[src/stcp_pkg.sv]
// Shared types and helpers for the stable three-class partition unit.
// Holds the byte class encoding, the buffer entry layout and the classifier.
// No dependencies.
package stcp_pkg;

  typedef enum logic [1:0] {
    CLS_LOWER = 2'd0,
    CLS_UPPER = 2'd1,
    CLS_OTHER = 2'd2
  } class_e;

  typedef struct packed {
    class_e     cls;
    logic [7:0] ch;
  } entry_t;

  localparam int unsigned EntryW = $bits(entry_t);

  localparam logic [7:0] LowerFirst = 8'h61;
  localparam logic [7:0] LowerLast  = 8'h7a;
  localparam logic [7:0] UpperFirst = 8'h41;
  localparam logic [7:0] UpperLast  = 8'h5a;

  function automatic class_e classify(input logic [7:0] b);
    class_e c;
    if (b inside {[LowerFirst:LowerLast]}) begin
      c = CLS_LOWER;
    end else if (b inside {[UpperFirst:UpperLast]}) begin
      c = CLS_UPPER;
    end else begin
      c = CLS_OTHER;
    end
    return c;
  endfunction

endpackage

[src/stcp_if.sv]
// Valid/ready channel interfaces for the partition unit's input and output items.
// No dependencies.
interface stcp_in_if;
  logic       valid;
  logic       ready;
  logic [7:0] char_in;
  logic       is_final;

  modport source (output valid, output char_in, output is_final, input ready);
  modport sink   (input valid, input char_in, input is_final, output ready);
endinterface

interface stcp_out_if;
  logic       valid;
  logic       ready;
  logic [7:0] char_out;
  logic       last_out;
  logic       overflowed;

  modport source (output valid, output char_out, output last_out, output overflowed,
                  input ready);
  modport sink   (input valid, input char_out, input last_out, input overflowed,
                  output ready);
endinterface

[src/stable_three_class_partition_unit.sv]
// Stable three-class partition unit: lowercase, then uppercase, then other bytes.
// Input items are taken back to back while the descriptor queue has room; each stored
// sequence drains by one read per byte per class pass on the single buffer read port.
// The first result is read from the buffer only after the final item is accepted.
// Two buffer banks let the next sequence load while the previous one drains.
// Reset clears the control state at once; the buffer, descriptor slots and output data are not cleared.
module stable_three_class_partition_unit import stcp_pkg::*; #(
  parameter int unsigned MAX_LEN = 64
) (
  input  logic       clk_i,
  input  logic       rst_ni,
  stcp_in_if.sink    in_i,
  stcp_out_if.source out_o
);

  localparam int unsigned AddrW = (MAX_LEN > 1) ? $clog2(MAX_LEN) : 1;
  localparam int unsigned CntW  = $clog2(MAX_LEN + 1);
  localparam int unsigned DescW = CntW + 2;
  localparam int unsigned Depth = 2 ** (AddrW + 1);

  logic              ram_we;
  logic [AddrW:0]    ram_waddr;
  logic [EntryW-1:0] ram_wdata;
  logic              ram_re;
  logic [AddrW:0]    ram_raddr;
  logic [EntryW-1:0] ram_rdata;

  logic              push;
  logic [DescW-1:0]  push_desc;
  logic              full;
  logic              desc_valid;
  logic [DescW-1:0]  desc;
  logic              desc_pop;

  stcp_front #(
    .MaxLen (MAX_LEN),
    .AddrW  (AddrW),
    .CntW   (CntW),
    .DescW  (DescW)
  ) u_front (
    .clk_i       (clk_i),
    .rst_ni      (rst_ni),
    .in_i        (in_i),
    .ram_we_o    (ram_we),
    .ram_waddr_o (ram_waddr),
    .ram_wdata_o (ram_wdata),
    .push_o      (push),
    .push_desc_o (push_desc),
    .full_i      (full)
  );

  stcp_queue #(
    .Width (DescW)
  ) u_queue (
    .clk_i       (clk_i),
    .rst_ni      (rst_ni),
    .push_i      (push),
    .push_data_i (push_desc),
    .pop_i       (desc_pop),
    .valid_o     (desc_valid),
    .data_o      (desc),
    .full_o      (full)
  );

  stcp_ram #(
    .Width (EntryW),
    .Depth (Depth)
  ) u_ram (
    .clk_i   (clk_i),
    .we_i    (ram_we),
    .waddr_i (ram_waddr),
    .wdata_i (ram_wdata),
    .re_i    (ram_re),
    .raddr_i (ram_raddr),
    .rdata_o (ram_rdata)
  );

  stcp_back #(
    .AddrW (AddrW),
    .CntW  (CntW)
  ) u_back (
    .clk_i        (clk_i),
    .rst_ni       (rst_ni),
    .desc_valid_i (desc_valid),
    .desc_bank_i  (desc[DescW-1]),
    .desc_cnt_i   (desc[DescW-2:1]),
    .desc_drop_i  (desc[0]),
    .desc_pop_o   (desc_pop),
    .ram_re_o     (ram_re),
    .ram_raddr_o  (ram_raddr),
    .ram_rdata_i  (ram_rdata),
    .out_o        (out_o)
  );

endmodule

[src/stcp_ram.sv]
// Generic single-write, single-read RAM with a registered read port.
// No dependencies.
module stcp_ram #(
  parameter int unsigned Width = 8,
  parameter int unsigned Depth = 64
) (
  input  logic                     clk_i,
  input  logic                     we_i,
  input  logic [$clog2(Depth)-1:0] waddr_i,
  input  logic [Width-1:0]         wdata_i,
  input  logic                     re_i,
  input  logic [$clog2(Depth)-1:0] raddr_i,
  output logic [Width-1:0]         rdata_o
);

  logic [Width-1:0] mem_q [Depth];

  always_ff @(posedge clk_i) begin
    if (we_i) begin
      mem_q[waddr_i] <= wdata_i;
    end
    if (re_i) begin
      rdata_o <= mem_q[raddr_i];
    end
  end

endmodule

[src/stcp_front.sv]
// Front end: accepts input items, classifies each byte and writes it into the
// current buffer bank. Depends on stcp_pkg and stcp_in_if.
module stcp_front import stcp_pkg::*; #(
  parameter int unsigned MaxLen = 64,
  parameter int unsigned AddrW  = 6,
  parameter int unsigned CntW   = 7,
  parameter int unsigned DescW  = 9
) (
  input  logic              clk_i,
  input  logic              rst_ni,
  stcp_in_if.sink           in_i,
  output logic              ram_we_o,
  output logic [AddrW:0]    ram_waddr_o,
  output logic [EntryW-1:0] ram_wdata_o,
  output logic              push_o,
  output logic [DescW-1:0]  push_desc_o,
  input  logic              full_i
);

  logic            bank_q, bank_d;
  logic [CntW-1:0] cnt_q, cnt_d;
  logic            drop_q, drop_d;
  logic            accept;
  logic            room;
  logic [CntW-1:0] cnt_new;
  logic            drop_new;
  entry_t          entry;

  assign in_i.ready = !full_i;
  assign accept     = in_i.valid && !full_i;
  assign room       = cnt_q < CntW'(MaxLen);
  assign cnt_new    = room ? cnt_q + CntW'(1) : cnt_q;
  assign drop_new   = drop_q | !room;

  always_comb begin
    entry.cls = classify(in_i.char_in);
    entry.ch  = in_i.char_in;
  end

  assign ram_we_o    = accept && room;
  assign ram_waddr_o = {bank_q, cnt_q[AddrW-1:0]};
  assign ram_wdata_o = entry;
  assign push_o      = accept && in_i.is_final;
  assign push_desc_o = {bank_q, cnt_new, drop_new};

  always_comb begin
    bank_d = bank_q;
    cnt_d  = cnt_q;
    drop_d = drop_q;
    if (accept) begin
      if (in_i.is_final) begin
        bank_d = !bank_q;
        cnt_d  = '0;
        drop_d = 1'b0;
      end else begin
        cnt_d  = cnt_new;
        drop_d = drop_new;
      end
    end
  end

  always_ff @(posedge clk_i or negedge rst_ni) begin
    if (!rst_ni) begin
      bank_q <= 1'b0;
      cnt_q  <= '0;
      drop_q <= 1'b0;
    end else begin
      bank_q <= bank_d;
      cnt_q  <= cnt_d;
      drop_q <= drop_d;
    end
  end

endmodule

[src/stcp_queue.sv]
// Two-entry queue of sequence descriptors between the front and back ends.
// No dependencies.
module stcp_queue #(
  parameter int unsigned Width = 9
) (
  input  logic             clk_i,
  input  logic             rst_ni,
  input  logic             push_i,
  input  logic [Width-1:0] push_data_i,
  input  logic             pop_i,
  output logic             valid_o,
  output logic [Width-1:0] data_o,
  output logic             full_o
);

  logic [Width-1:0] slot_q [2];
  logic             wptr_q, rptr_q;
  logic [1:0]       fill_q;

  assign valid_o = fill_q != 2'd0;
  assign full_o  = fill_q == 2'd2;
  assign data_o  = slot_q[rptr_q];

  always_ff @(posedge clk_i) begin
    if (push_i) begin
      slot_q[wptr_q] <= push_data_i;
    end
  end

  always_ff @(posedge clk_i or negedge rst_ni) begin
    if (!rst_ni) begin
      wptr_q <= 1'b0;
      rptr_q <= 1'b0;
      fill_q <= 2'd0;
    end else begin
      if (push_i) begin
        wptr_q <= !wptr_q;
      end
      if (pop_i) begin
        rptr_q <= !rptr_q;
      end
      case ({push_i, pop_i})
        2'b10:   fill_q <= fill_q + 2'd1;
        2'b01:   fill_q <= fill_q - 2'd1;
        default: fill_q <= fill_q;
      endcase
    end
  end

`ifndef NO_ASSERTIONS
  a_no_overfill: assert property (@(posedge clk_i) disable iff (!rst_ni)
    full_o |-> !push_i) else $error("push into a full descriptor queue");
  a_no_underrun: assert property (@(posedge clk_i) disable iff (!rst_ni)
    !valid_o |-> !pop_i) else $error("pop from an empty descriptor queue");
  a_fill_bound: assert property (@(posedge clk_i) disable iff (!rst_ni)
    fill_q != 2'd3) else $error("descriptor queue fill out of range");
`endif

endmodule

[src/stcp_back.sv]
// Back end: drains one buffered sequence in three class passes over its bank and
// presents the items in partitioned order. Depends on stcp_pkg and stcp_out_if.
module stcp_back import stcp_pkg::*; #(
  parameter int unsigned AddrW = 6,
  parameter int unsigned CntW  = 7
) (
  input  logic              clk_i,
  input  logic              rst_ni,
  input  logic              desc_valid_i,
  input  logic              desc_bank_i,
  input  logic [CntW-1:0]   desc_cnt_i,
  input  logic              desc_drop_i,
  output logic              desc_pop_o,
  output logic              ram_re_o,
  output logic [AddrW:0]    ram_raddr_o,
  input  logic [EntryW-1:0] ram_rdata_i,
  stcp_out_if.source        out_o
);

  class_e           pass_q, pass_d;
  class_e           st_pass_q, st_pass_d;
  logic [AddrW-1:0] idx_q, idx_d;
  logic             done_q, done_d;
  logic             st_v_q, st_v_d;
  logic [CntW-1:0]  emit_q, emit_d;
  logic             ov_q, ov_d;
  logic [7:0]       oc_q, oc_d;
  logic             ol_q, ol_d;
  logic             of_q, of_d;

  entry_t           rd;
  logic             out_free;
  logic             match;
  logic             st_adv;
  logic             load;
  logic             emit_last;
  logic             finish;
  logic             issue;
  logic             idx_last;
  logic [CntW-1:0]  emit_nxt;

  assign rd        = entry_t'(ram_rdata_i);
  assign out_free  = !ov_q || out_o.ready;
  assign match     = rd.cls == st_pass_q;
  assign st_adv    = st_v_q && (!match || out_free);
  assign load      = st_adv && match;
  assign emit_nxt  = emit_q + CntW'(1);
  assign emit_last = emit_nxt == desc_cnt_i;
  assign finish    = load && emit_last;
  assign issue     = desc_valid_i && !done_q && (!st_v_q || st_adv) && !finish;
  assign idx_last  = (CntW'(idx_q) + CntW'(1)) == desc_cnt_i;

  assign desc_pop_o  = finish;
  assign ram_re_o    = issue;
  assign ram_raddr_o = {desc_bank_i, idx_q};

  assign out_o.valid      = ov_q;
  assign out_o.char_out   = oc_q;
  assign out_o.last_out   = ol_q;
  assign out_o.overflowed = of_q;

  always_comb begin
    pass_d    = pass_q;
    st_pass_d = st_pass_q;
    idx_d     = idx_q;
    done_d    = done_q;
    st_v_d    = st_v_q;
    emit_d    = emit_q;
    ov_d      = ov_q;
    oc_d      = oc_q;
    ol_d      = ol_q;
    of_d      = of_q;

    if (out_o.ready) begin
      ov_d = 1'b0;
    end
    if (load) begin
      ov_d   = 1'b1;
      oc_d   = rd.ch;
      ol_d   = emit_last;
      of_d   = desc_drop_i;
      emit_d = emit_nxt;
    end

    if (st_adv) begin
      st_v_d = 1'b0;
    end
    if (issue) begin
      st_v_d    = 1'b1;
      st_pass_d = pass_q;
      if (idx_last) begin
        idx_d = '0;
        case (pass_q)
          CLS_LOWER: pass_d = CLS_UPPER;
          CLS_UPPER: pass_d = CLS_OTHER;
          default:   done_d = 1'b1;
        endcase
      end else begin
        idx_d = idx_q + AddrW'(1);
      end
    end

    if (finish) begin
      pass_d = CLS_LOWER;
      idx_d  = '0;
      done_d = 1'b0;
      st_v_d = 1'b0;
      emit_d = '0;
    end
  end

  always_ff @(posedge clk_i or negedge rst_ni) begin
    if (!rst_ni) begin
      pass_q <= CLS_LOWER;
      idx_q  <= '0;
      done_q <= 1'b0;
      st_v_q <= 1'b0;
      emit_q <= '0;
      ov_q   <= 1'b0;
    end else begin
      pass_q <= pass_d;
      idx_q  <= idx_d;
      done_q <= done_d;
      st_v_q <= st_v_d;
      emit_q <= emit_d;
      ov_q   <= ov_d;
    end
  end

  always_ff @(posedge clk_i) begin
    st_pass_q <= st_pass_d;
    oc_q      <= oc_d;
    ol_q      <= ol_d;
    of_q      <= of_d;
  end

`ifndef NO_ASSERTIONS
  a_emit_bound: assert property (@(posedge clk_i) disable iff (!rst_ni)
    desc_valid_i |-> emit_q < desc_cnt_i) else $error("more items emitted than stored");
  a_stage_owned: assert property (@(posedge clk_i) disable iff (!rst_ni)
    st_v_q |-> desc_valid_i) else $error("read data pending with no sequence in hand");
  a_nonempty: assert property (@(posedge clk_i) disable iff (!rst_ni)
    desc_valid_i |-> desc_cnt_i != '0) else $error("empty sequence queued for drain");
  a_done_quiet: assert property (@(posedge clk_i) disable iff (!rst_ni)
    done_q |-> !ram_re_o) else $error("buffer read after the last pass");
`endif

endmodule

[src/flat_wrapper.sv]
// flat-port wrapper written by rule: the top's interface ports become plain ports
module stable_three_class_partition_unit_flat import stcp_pkg::*;
#(
  parameter int unsigned MAX_LEN = 64
)
  (clk_i, rst_ni, in_i_valid, in_i_char_in, in_i_is_final, in_i_ready, out_o_valid, out_o_char_out, out_o_last_out, out_o_overflowed, out_o_ready);
  stcp_in_if in_i_i ();
  stcp_out_if out_o_i ();
  input  logic clk_i;
  input  logic rst_ni;
  input wire logic [$bits(in_i_i.valid)-1:0] in_i_valid;
  input wire logic [$bits(in_i_i.char_in)-1:0] in_i_char_in;
  input wire logic [$bits(in_i_i.is_final)-1:0] in_i_is_final;
  output wire logic [$bits(in_i_i.ready)-1:0] in_i_ready;
  output wire logic [$bits(out_o_i.valid)-1:0] out_o_valid;
  output wire logic [$bits(out_o_i.char_out)-1:0] out_o_char_out;
  output wire logic [$bits(out_o_i.last_out)-1:0] out_o_last_out;
  output wire logic [$bits(out_o_i.overflowed)-1:0] out_o_overflowed;
  input wire logic [$bits(out_o_i.ready)-1:0] out_o_ready;
  assign in_i_i.valid = in_i_valid;
  assign in_i_i.char_in = in_i_char_in;
  assign in_i_i.is_final = in_i_is_final;
  assign in_i_ready = in_i_i.ready;
  assign out_o_valid = out_o_i.valid;
  assign out_o_char_out = out_o_i.char_out;
  assign out_o_last_out = out_o_i.last_out;
  assign out_o_overflowed = out_o_i.overflowed;
  assign out_o_i.ready = out_o_ready;
  stable_three_class_partition_unit #(.MAX_LEN(MAX_LEN)) u_core (.clk_i(clk_i), .rst_ni(rst_ni), .in_i(in_i_i), .out_o(out_o_i));
endmodule
[config.mk]
export PLATFORM = sky130hd
export DESIGN_NAME = stable_three_class_partition_unit_flat
export DESIGN_NICKNAME = d
export VERILOG_FILES = /design/src/stcp_pkg.sv /design/src/stcp_if.sv /design/src/stable_three_class_partition_unit.sv /design/src/stcp_ram.sv /design/src/stcp_front.sv /design/src/stcp_queue.sv /design/src/stcp_back.sv /design/src/flat_wrapper.sv
export SDC_FILE = /design/constraint.sdc
export NUM_CORES = 1
export LEC_CHECK = 0
export ABC_CLOCK_PERIOD_IN_PS = 3600
export CORE_UTILIZATION = 26
export CTS_CLUSTER_SIZE = 30
export DETAILED_ROUTE_END_ITERATION = 12
export DONT_BUFFER_PORTS = 1
export GPL_ROUTABILITY_DRIVEN = 0
export PLACE_DENSITY = 0.43
export RECOVER_POWER = 50
export SYNTH_ARGS = -nofsm -noshare
export SYNTH_HDL_FRONTEND = slang
export SYNTH_SLANG_ARGS = --single-unit
[constraint.sdc]
create_clock -name clk_i -period 3.6 [get_ports clk_i]
set_clock_uncertainty 0.2 [all_clocks]
set_input_delay 0.36 -clock clk_i [delete_from_list [all_inputs] [get_ports clk_i]]
set_output_delay 0.36 -clock clk_i [all_outputs]
set_load 0.05 [all_outputs]
==> out/qor.csv, run 1 <==
metric,value,unit
antenna_found_initial,9,
fin_ws,0.08887,ns
clock_sinks,1351,
hold_depth,0,
hold-worst-slack,0.2910,ns
slew_viol_final,1065,
cts_setup_buffers,0,
dpl.cell_count,5446,
crit_fanout,36,
yosysSeqAreaShare,0.7680,
critical-path-top-delay-family,compound AO/OA/AOI/OAI gates,
drc,0,
critPathCaptureType,flop,
status,finished with violations,
die_w,451.9,µm
violations,"capacitance limit, slew limit",
start_util,0.2625,
grt_pass1_vias,27461,
nNetsFinal,2984,
synth.net_count,2698,
syn_area_per_cell,19.63,µm²
wirelength,148100,µm
crit-reg2reg-launch,u_core.u_back.idx_q[0],
final_antenna_net_count,0,
io_buffers,0,
yosysTopAreaCell,edfxtp_1,
period_share,0.9753,
grt_remaining_overflow,0,
yosysWarnings,0,
core_area,0.2005,mm²
slew-limit-headroom,-1.128,
viasPerCell,4.611,
clockRootBuffer,clkbuf_16,
max_stage_delay,0.63,ns
rows,164,
yosysMostFrequentCell,edfxtp_1,
max_clock_freq,284.8,MHz
final_hold_viol_count,0,
dp_slack,0.03416,ns
synth-edff-count,1320,
synth_ff_type,edfxtp_1,
grt_pass1_wl,211300,µm
rr_endpoint,u_core.u_ram.rdata_o[3],
cts_buffers,151,
p_leak,0.01985,µW
fin_setup_tns,0,ns
syn_area,0.05262,mm²
required,3.94,ns
cts_max_path_buffers,3,
cts_tree,yes,
grt_max_degree,130,
min_to,u_core.u_back.st_pass_q[1],
first_pass_iters,6,
hp-class,reg -> reg,
fp.dieArea,0.2042,mm²
critical_path_buf_inv_count,2,
drt-wirelength-per-cell,25.79,µm
path_class,reg -> reg,
clkLatencyLatePin,0.78,ns
startpoint_type,flop,
post-route-min-period,3.511,ns
synth_cell_type_count,63,
worst_slew_pin_slew,3.193,ns
drive_above_1_share,0.2385,
hp-start,u_core.u_back.pass_q[1],
dp_hpwl,87700,µm
final_cells,5741,
drt_iter0_markers,2150,
h-tree-depth,4,
setup_viol,0,
synth_top_cells_by_count,"1320 x edfxtp_1, 240 x mux4_2, 191 x mux2i_1",
synth-seq-cells,1351,
area_growth,18.74,%
power_density,701.1,mW/mm²
r2r_slack,0.09,ns
netlist_instances,2681,
ff2ff_path_depth,7,
fp.dieH,451.9,µm
clkTransAtPathRegs,0.06,ns
cp_cell_sequence,"buf_12, mux4_2, a22oi_1, a21oi_1, o21ai_0, buf_4, o32ai_1",
vdd_drop_max,0.0005454,V
cap_viol_max_count,9,
synth_top_area_frac,0.7532,
grt_setup_unrepaired,no,
ios,25,
async_flop_share,0.02295,
vias,26469,
crit_slowest_cell,o21ai_0,
arrival,3.85,ns
synth.area.top_cells,"edfxtp_1 75%, mux4_2 10%, mux2i_1 3.6%",
grt_usage,0.1449,
## what timing repair did
action,in CTS,in global routing
resized for setup,0,1
hold buffers,24,0
endpoints found under the setup margin,0,1
endpoints found under the hold margin,1106,0
## registers in the layout, indices dropped and copies added (netlist names), 2 cells and up
register	cells
u_core.u_front.cnt_q	7
u_core.u_back.pass_q	2
u_core.u_back.st_pass_q	2
u_core.u_back.out_o.char_out	8
u_core.u_back.idx_q	6
u_core.u_queue.slot_q	18
u_core.u_ram.mem_q	1280
u_core.u_ram.rdata_o	10
u_core.u_back.emit_q	7
u_core.u_queue.fill_q	2
## how the worst max path moves through the flow
stage,startpoint,to,slack [ns],cells after the start
final,u_core.u_back.idx_q[0],u_core.u_ram.rdata_o[3],0.09,7
after global routing,in_i_char_in[1],u_core.u_ram.mem_q[25][1],0.03,2
after CTS,u_core.u_back.idx_q[0],u_core.u_ram.rdata_o[4],0.05,7
after detailed placement,u_core.u_back.idx_q[0],u_core.u_ram.rdata_o[4],0.03,7
after global placement,u_core.u_back.idx_q[0],u_core.u_ram.rdata_o[4],0.02,7
after floorplan,in_i_char_in[0],u_core.u_ram.mem_q[0][8],0.22,4
## power breakdown
group | internal, µW | total (µW) | switching, µW
combinational | 4450 | 10800 | 6330
sequential | 17800 | 18300 | 504
clock | 8460 | 14800 | 6300
## logic make-up (layout without fill, tap and decap cells)
| group | Yosys count | in the layout | share of synthesized area |
|---|---|---|---|
| fa+ha+maj | 5 | 5 | 0.001141 |
| simple gates | 389 | 389 | 0.03322 |
| other cells | 0 | 7 | 0 |
| buf+inv | 159 | 556 | 0.01312 |
| mux | 434 | 434 | 0.1397 |
| xor+xnor | 29 | 29 | 0.004970 |
| flops | 1351 | 1351 | 0.7680 |
| compound gates | 314 | 314 | 0.03987 |
## area by class of cell
cell class	count	area (µm²)
clock inverter	67	675.6
antenna	7	17.52
fill	19299	138000
sequential	1351	40430
timing repair buffer	287	2432
tap	2656	3323
multi-input combinational	1171	11580
clock buffer	197	4013
inverter	5	18.77
## per-layer routing
metal	vias up	GRT usage	wire [µm]
met5	-	0	0
met4	0	0.03448	2516
met3	166	0.02542	6835
met2	625	0.2321	70120
met1	14078	0.2036	68610
li1	11600	-	-
## layout by cell type, fill, tap and decap left out, drive strengths merged, types with 3 or more instances in the layout
cell and instances:
xnor2 20, diode 7, mux2 3, inv 11, dlygate4sd3 14, clkbuf 210
xor2 9, o22ai 66, clkinv 51, mux2i 191, or2 4, o211ai 4
ha 4, bufinv 8, nor2b 12, dfrtp 31, nand2b 27, o32ai 11
nor3 32, nand2 72, a211oi 10, buf 260, and3 4, a22oi 89
mux4 240, edfxtp 1320, a22o 3, a21oi 68, nor2 190, a31oi 21
nor4 18, and2 3, o21ai 26, nand3 17
## stage by stage
stage | power (µW) | utilization | area, µm²
2_1_floorplan | 25210 | - | 52630
3_3_place_gp | 29350 | 0.2874 | 57620
3_5_place_dp | 29350 | 0.2874 | 57620
4_1_cts | 44500 | 0.3128 | 62710
5_1_grt | 45520 | 0.3116 | 62480
6_report | 43810 | 0.3117 | 62480
Note: power is estimated with default switching activity, not from simulation.
==> run 2, diff against run 1 <==
--- a/config.mk
+++ b/config.mk
@@ -6,6 +6,7 @@
 export NUM_CORES = 1
 export LEC_CHECK = 0
 export ABC_CLOCK_PERIOD_IN_PS = 3600
+export CORE_MARGIN = 10
 export CORE_UTILIZATION = 26
 export CTS_CLUSTER_SIZE = 30
 export DETAILED_ROUTE_END_ITERATION = 12
==> out/qor.csv, run 2 (same netlist as run 1, synthesis figures left out) <==
metric,value,unit,change
critPathCaptureType,flop,,
cp_cell_sequence,"and2_2, buf_12, a22oi_1, a21boi_0, o21ai_0, buf_4, o32ai_1",,
fillers,19451,,+0.79%
seqCellArea,0.04043,mm²,unchanged
start_util,0.2609,,-0.001591
first_pass_iters,6,,unchanged
crit_slowest_cell,a21boi_0,,
rows,165,,+0.61%
viasPerCell,4.647,,+0.79%
largestRegisters,"u_core.u_ram.mem_q: 1280 flops, u_core.u_queue.slot_q: 18 flops, u_core.u_ram.rdata_o: 10 flops",,
nNetsFinal,3005,,+0.70%
grt_pass1_vias,27690,,+0.83%
grt_remaining_overflow,0,,unchanged
ios,25,,unchanged
largest_reg_flops,1280,,unchanged
die_w,469.9,µm,+4.0%
fp.dieArea,0.2208,mm²,+8.1%
power_frac_comb,0.252,,+0.006
clkTransAtPathRegs,0.06,ns,about the same
vias,26860,,+1.5%
fp.dieH,469.9,µm,+4.0%
io_buffers,0,,unchanged
drive_above_1_share,0.2453,,+0.006786
r2r_slack,0.09,ns,about the same
max_stage_delay,0.72,ns,+0.09 ns
cts_setup_buffers,0,,unchanged
hp-start,in_i_char_in[4],,
critical-path-top-delay-family,compound AO/OA/AOI/OAI gates,,
hp-class,in -> reg,,
final_common_cell,edfxtp_1,,
mostFrequentLayoutCells,"1320 x edfxtp_1, 240 x mux4_2, 234 x buf_4, 190 x mux2i_1, 187 x nor2_1",,
regMostFlops,u_core.u_ram.mem_q,,
path_class,reg -> reg,,
p_leak,0.01997,µW,+0.63%
wirelength,152000,µm,+2.7%
final_hold_viol_count,0,,unchanged
grt_usage,0.1337,,-0.01119
cts_tree,yes,,
min_to,u_core.u_ram.mem_q[49][8],,
cts_max_path_buffers,3,,unchanged
p_total,44410,µW,+1.4%
multiInputGateArea,0.01158,mm²,about the same
p_clk_frac,0.335,,-0.002
violations,"capacitance limit, slew limit",,
status,finished with violations,,
final_antenna_net_count,0,,unchanged
ff2ff_path_depth,7,,unchanged
post-route-min-period,3.512,ns,+0.0006675 ns
clockRootBuffer,clkbuf_16,,
drc,0,,unchanged
h-tree-depth,4,,unchanged
vdd_drop_max,0.0003424,V,-37%
grt_setup_unrepaired,no,,
area_growth,19.36,%,
rr_endpoint,u_core.u_ram.rdata_o[7],,
power_density,707.1,mW/mm²,+0.85%
worst_slew_pin_slew,3.257,ns,+0.06379 ns
startpoint_type,flop,,
period_share,0.9755,,about the same
dpl.cell_count,5485,,+0.72%
antenna_found_initial,9,,unchanged
max_clock_freq,284.8,MHz,about the same
final_cells,5780,,+0.68%
hold_depth,3,,+3
seqPwrFrac,0.413,,-0.004
cap_viol_max_count,9,,unchanged
switching_share,0.3064,,+0.006551
netSwitchingPower,13610,µW,+3.6%
drt-wirelength-per-cell,26.30,µm,+2.0%
slew-limit-headroom,-1.171,,-0.04253
crit_fanout,21,,-42%
core_area,0.2017,mm²,+0.61%
crit-reg2reg-launch,u_core.u_back.idx_q[2],,
clkLatencyLatePin,0.80,ns,+0.02 ns
slew_viol_final,1065,,unchanged
required,4.01,ns,+0.07 ns
critical_path_buf_inv_count,2,,unchanged
grt_pass1_wl,215300,µm,+1.9%
clock_sinks,1351,,unchanged
cts_buffers,149,,-1.3%
arrival,3.93,ns,+0.08 ns
p_int,30810,µW,+0.43%
setup_viol,0,,unchanged
dp_hpwl,90710,µm,+3.4%
grt_max_degree,130,,unchanged
drt_iter0_markers,2493,,+16%
run 2: changes by cell type in the layout (fill, tap and decap cells not counted), moves of 3 or more:
cell,change
clkinv_16,+3
diode_2,-6
buf_12,+8
clkinv_2,+15
clkbuf_1,+4
clkinvlp_4,+4
run 2: how the worst max path moves through the flow:
stage,depth (start not counted),slack (ns),to,start
3_3_place_gp,7,-0.04,u_core.u_ram.rdata_o[7],u_core.u_back.idx_q[0]
5_1_grt,2,0.02,u_core.u_ram.mem_q[23][3],in_i_char_in[3]
4_1_cts,6,0.05,u_core.u_ram.rdata_o[3],u_core.u_back.idx_q[0]
2_1_floorplan,4,0.22,u_core.u_ram.mem_q[0][8],in_i_char_in[0]
3_5_place_dp,7,-0.05,u_core.u_ram.rdata_o[7],u_core.u_back.idx_q[0]
6_report,7,0.09,u_core.u_ram.rdata_o[7],u_core.u_back.idx_q[2]
run 2: layout make-up:
cell class | count | area share
diodes | 1 | 0.00003984
clock inverters | 86 | 0.01382
flip-flops and latches | 1351 | 0.6436
clock buffers | 184 | 0.06211
repair buffers | 310 | 0.04245
well taps | 2672 | 0.05323
multi-input cells | 1171 | 0.1844
inverters | 5 | 0.0002988
run 2: power by group through the flow:
| stage | Combinational, µW | Clock (µW) | Sequential, µW |
|---|---|---|---|
| detailed placement | 11100 | 0 | 18700 |
| finish | 11200 | 14900 | 18400 |
| CTS | 11500 | 15300 | 18400 |
| floorplan | 6940 | 0 | 18300 |
| global route | 11900 | 15900 | 18400 |
| global placement | 11200 | 0 | 18700 |
run 2: worst register-to-register path, stage by stage, from the launching register on:
cell and delay (ns):
dfrtp_4 0.67, and2_2 0.67, buf_12 0.31, a22oi_1 0.19, a21boi_0 0.72, o21ai_0 0.26
buf_4 0.22, o32ai_1 0.10
run 2: routing by layer:
layer	routed length (µm)	part of all wire	global-route usage
met5	0	0	0
met4	2625	0.017	0.03061
met3	6754	0.044	0.02130
met2	73040	0.48	0.2186
met1	69600	0.46	0.1866
run 2: timing repair:
item | in CTS | in global routing
hold endpoints to repair | 1106 | 0
gates resized for setup | 1 | 2
hold buffers | 24 | 0
endpoints found under the setup margin | 1 | 2
run 2: per-stage QoR:
step | util | hold slack [ns] | cell area (µm²) | setup TNS (ns) | setup WS (ns)
detailed placement | 0.2871 | -0.1339 | 57900 | -0.04573 | -0.04573
global route | 0.3114 | 0.1228 | 62810 | 0 | 0.02373
CTS | 0.3127 | 0.01303 | 63070 | 0 | 0.04635
global placement | 0.2871 | -0.1341 | 57900 | -0.04487 | -0.04487
finish | 0.3114 | 0.09353 | 62810 | 0 | 0.08820
floorplan | - | -0.1356 | 52630 | 0 | 0.2244
==> run 3, diff against run 2 <==
--- a/config.mk
+++ b/config.mk
@@ -5,9 +5,11 @@
 export SDC_FILE = /design/constraint.sdc
 export NUM_CORES = 1
 export LEC_CHECK = 0
+export ABC_AREA = 1
 export ABC_CLOCK_PERIOD_IN_PS = 3600
 export CORE_MARGIN = 10
 export CORE_UTILIZATION = 26
+export CTS_CLUSTER_DIAMETER = 30
 export CTS_CLUSTER_SIZE = 30
 export DETAILED_ROUTE_END_ITERATION = 12
 export DONT_BUFFER_PORTS = 1
==> out/qor.csv, run 3 <==
metric,value,unit,change
fp.dieArea,0.2300,mm²,+4.2%
mostFrequentLayoutCells,"1354 x nand2_1, 1320 x edfxtp_1, 522 x nand3_1, 366 x clkbuf_16, 272 x nor2_1",,
area_growth,29.11,%,
yosysWarnings,0,,unchanged
syn_area,0.05492,mm²,+4.4%
max_clock_freq,289.5,MHz,+1.7%
rr_endpoint,u_core.u_ram.rdata_o[3],,
io_buffers,0,,unchanged
cap_viol_max_count,9,,unchanged
slew_viol_final,1068,,+0.28%
core_area,0.2098,mm²,+4.0%
grt_pass1_wl,256400,µm,+19%
dp_hpwl,96330,µm,+6.2%
final_hold_viol_count,0,,unchanged
clock_sinks,1351,,unchanged
vdd_drop_max,0.0004592,V,+34%
antenna_found_initial,8,,-1
p_leak,0.02542,µW,+27%
die_w,479.6,µm,+2.1%
worst_slew_pin_slew,3.148,ns,-0.1081 ns
async_flop_share,0.02295,,unchanged
grt_setup_unrepaired,no,,
dpl.cell_count,7316,,+33%
cp_cell_sequence,"inv_16, buf_4, nand2_1, nand2_1, nand2_1, nand3_1, nand3_1, nand3_1, nand3_1, nand2_1",,
viasPerCell,4.623,,-0.51%
p_clk_frac,0.628,,+0.293
yosysMostFrequentCell,nand2_1,,
drive_above_1_share,0.1479,,-0.09735
critPathCaptureType,flop,,
first_pass_iters,6,,unchanged
clockRootBuffer,clkbuf_16,,
clkLatencyLatePin,0.92,ns,+0.12 ns
synth.net_count,4564,,+69%
grt_usage,0.1488,,+0.01508
synth-seq-cells,1351,,unchanged
netlist_instances,4547,,+70%
required,4.14,ns,+0.13 ns
hold_depth,4,,+1
period_share,0.9596,,-0.01594
startpoint_type,flop,,
switching_share,0.1928,,-0.1136
synth_top_cells_by_count,"1354 x nand2_1, 1320 x edfxtp_1, 526 x nand3_1",,
final_antenna_net_count,0,,unchanged
final_common_cell,nand2_1,,
synth_top_area_frac,0.7217,,-0.03156
cts_tree,yes,,
fin_ws,0.1456,ns,+0.05738 ns
slew-limit-headroom,-1.099,,+0.07207
grt_remaining_overflow,0,,unchanged
fin_setup_tns,0,ns,unchanged
regMostFlops,u_core.u_ram.mem_q,,
clkTransAtPathRegs,0.05,ns,about the same
ff2ff_path_depth,10,,+3
dp_slack,0.2132,ns,+0.2590 ns
synth_cell_type_count,37,,-41%
p_int,38420,µW,+25%
start_util,0.2618,,+0.0009177
crit_slowest_cell,dfrtp_4,,
crit-reg2reg-launch,u_core.u_back.idx_q[0],,
synth_ff_type,edfxtp_1,,
vias,36796,,+37%
max_stage_delay,0.65,ns,-0.07 ns
setup_viol,0,,unchanged
power_density,671.3,mW/mm²,-5.1%
crit_fanout,90,,+330%
status,finished with violations,,
synth-edff-count,1320,,unchanged
ios,25,,unchanged
netSwitchingPower,9178,µW,-33%
h-tree-depth,5,,+1
drt_iter0_markers,3376,,+35%
syn_area_per_cell,12.08,µm²,-38%
power_frac_comb,0.007,,-0.245
arrival,4.00,ns,+0.07 ns
yosysTopAreaCell,edfxtp_1,,
cts_buffers,359,,+140%
yosysSeqAreaShare,0.7358,,-0.03217
drt-wirelength-per-cell,22.18,µm,-16%
seqPwrFrac,0.364,,-0.049
largestRegisters,"u_core.u_ram.mem_q: 1280 flops, u_core.u_queue.slot_q: 18 flops, u_core.u_ram.rdata_o: 10 flops",,
synth.area.top_cells,"edfxtp_1 72%, nand2_1 9.3%, nand3_1 4.8%",,
hp-start,out_o_ready,,
rows,168,,+1.8%
path_class,reg -> reg,,
r2r_slack,0.15,ns,+0.06 ns
min_to,u_core.u_back.out_o.valid,,
fp.dieH,479.6,µm,+2.1%
grt_max_degree,131,,+0.77%
nNetsFinal,4914,,+64%
cts_setup_buffers,0,,unchanged
post-route-min-period,3.454,ns,-0.05738 ns
hp-class,in -> reg,,
final_cells,7959,,+38%
largest_reg_flops,1280,,unchanged
violations,"capacitance limit, slew limit",,
grt_pass1_vias,36515,,+32%
drc,0,,unchanged
cts_max_path_buffers,4,,+1
wirelength,176600,µm,+16%
-- run 3: power groups by stage --
| stage | Sequential (µW) | Combinational [µW] | Clock, µW |
|---|---|---|---|
| after floorplan | 17600 | 26.8 | 0 |
| after global placement | 17600 | 74.5 | 0 |
| after detailed placement | 17600 | 77.6 | 0 |
| after CTS | 17300 | 389 | 30400 |
| after global routing | 17300 | 374 | 31300 |
| final | 17300 | 346 | 29900 |
-- run 3: final cells by class --
type	count	area, µm²
antenna	2	5.005
clock buffer	430	9419
clock inverter	186	1944
fill	20928	138900
inverter	95	385.4
multi-input combinational	2828	12830
sequential	1351	40430
tap	2805	3510
timing repair buffer	262	2391
-- run 3: metrics by stage --
step                  util  total power [µW]  hold WS, ns  cell area, µm²
floorplan                -             17610      -0.1356           54920
global placement    0.2829             17650      -0.1342           59340
detailed placement  0.2829             17650      -0.1342           59340
CTS                 0.3390             48070      0.04130           71110
global route        0.3380             49020      0.09332           70910
finish              0.3380             47600      0.07162           70910
-- run 3: cells by family (layout without fill, tap and decap cells) --
| logic type | count (synthesis) | in the layout | synth area share |
|---|---|---|---|
| flops | 1351 | 1351 | 0.7358 |
| buf+inv | 368 | 973 | 0.03121 |
| other cells | 0 | 2 | 0 |
| xor+xnor | 12 | 12 | 0.001914 |
| compound gates | 596 | 596 | 0.06397 |
| fa+ha+maj | 4 | 4 | 0.0009113 |
| simple gates | 2216 | 2216 | 0.1662 |
-- run 3: per-layer routing --
metal	part of all wire	global-route usage
met3	0.064	0.03371
met2	0.45	0.2296
met5	0	0
met4	0.024	0.04477
met1	0.46	0.2079
-- run 3: worst max-delay path by stage --
stage                                      start                        end  slack, ns
after floorplan                  in_i_char_in[2]   u_core.u_ram.mem_q[0][9]       0.58
after global placement    u_core.u_back.idx_q[0]    u_core.u_ram.rdata_o[3]       0.20
after detailed placement  u_core.u_back.idx_q[0]    u_core.u_ram.rdata_o[3]       0.21
after CTS                 u_core.u_back.idx_q[0]    u_core.u_ram.rdata_o[3]       0.18
after global routing             in_i_char_in[5]  u_core.u_ram.mem_q[74][9]      0.002
final                     u_core.u_back.idx_q[0]    u_core.u_ram.rdata_o[3]       0.15
-- run 3: repair_timing --
action                     CTS  global route
hold buffers                25             0
hold endpoints to repair  1127             0
gates resized for setup      0             0
-- run 3: worst max-delay path: cells and delay by family (launching register included) --
kind	cells	cell delay [ns]
flip-flops	1	0.65
AND/OR/NAND/NOR	8	1.40
buffers and inverters	2	0.87
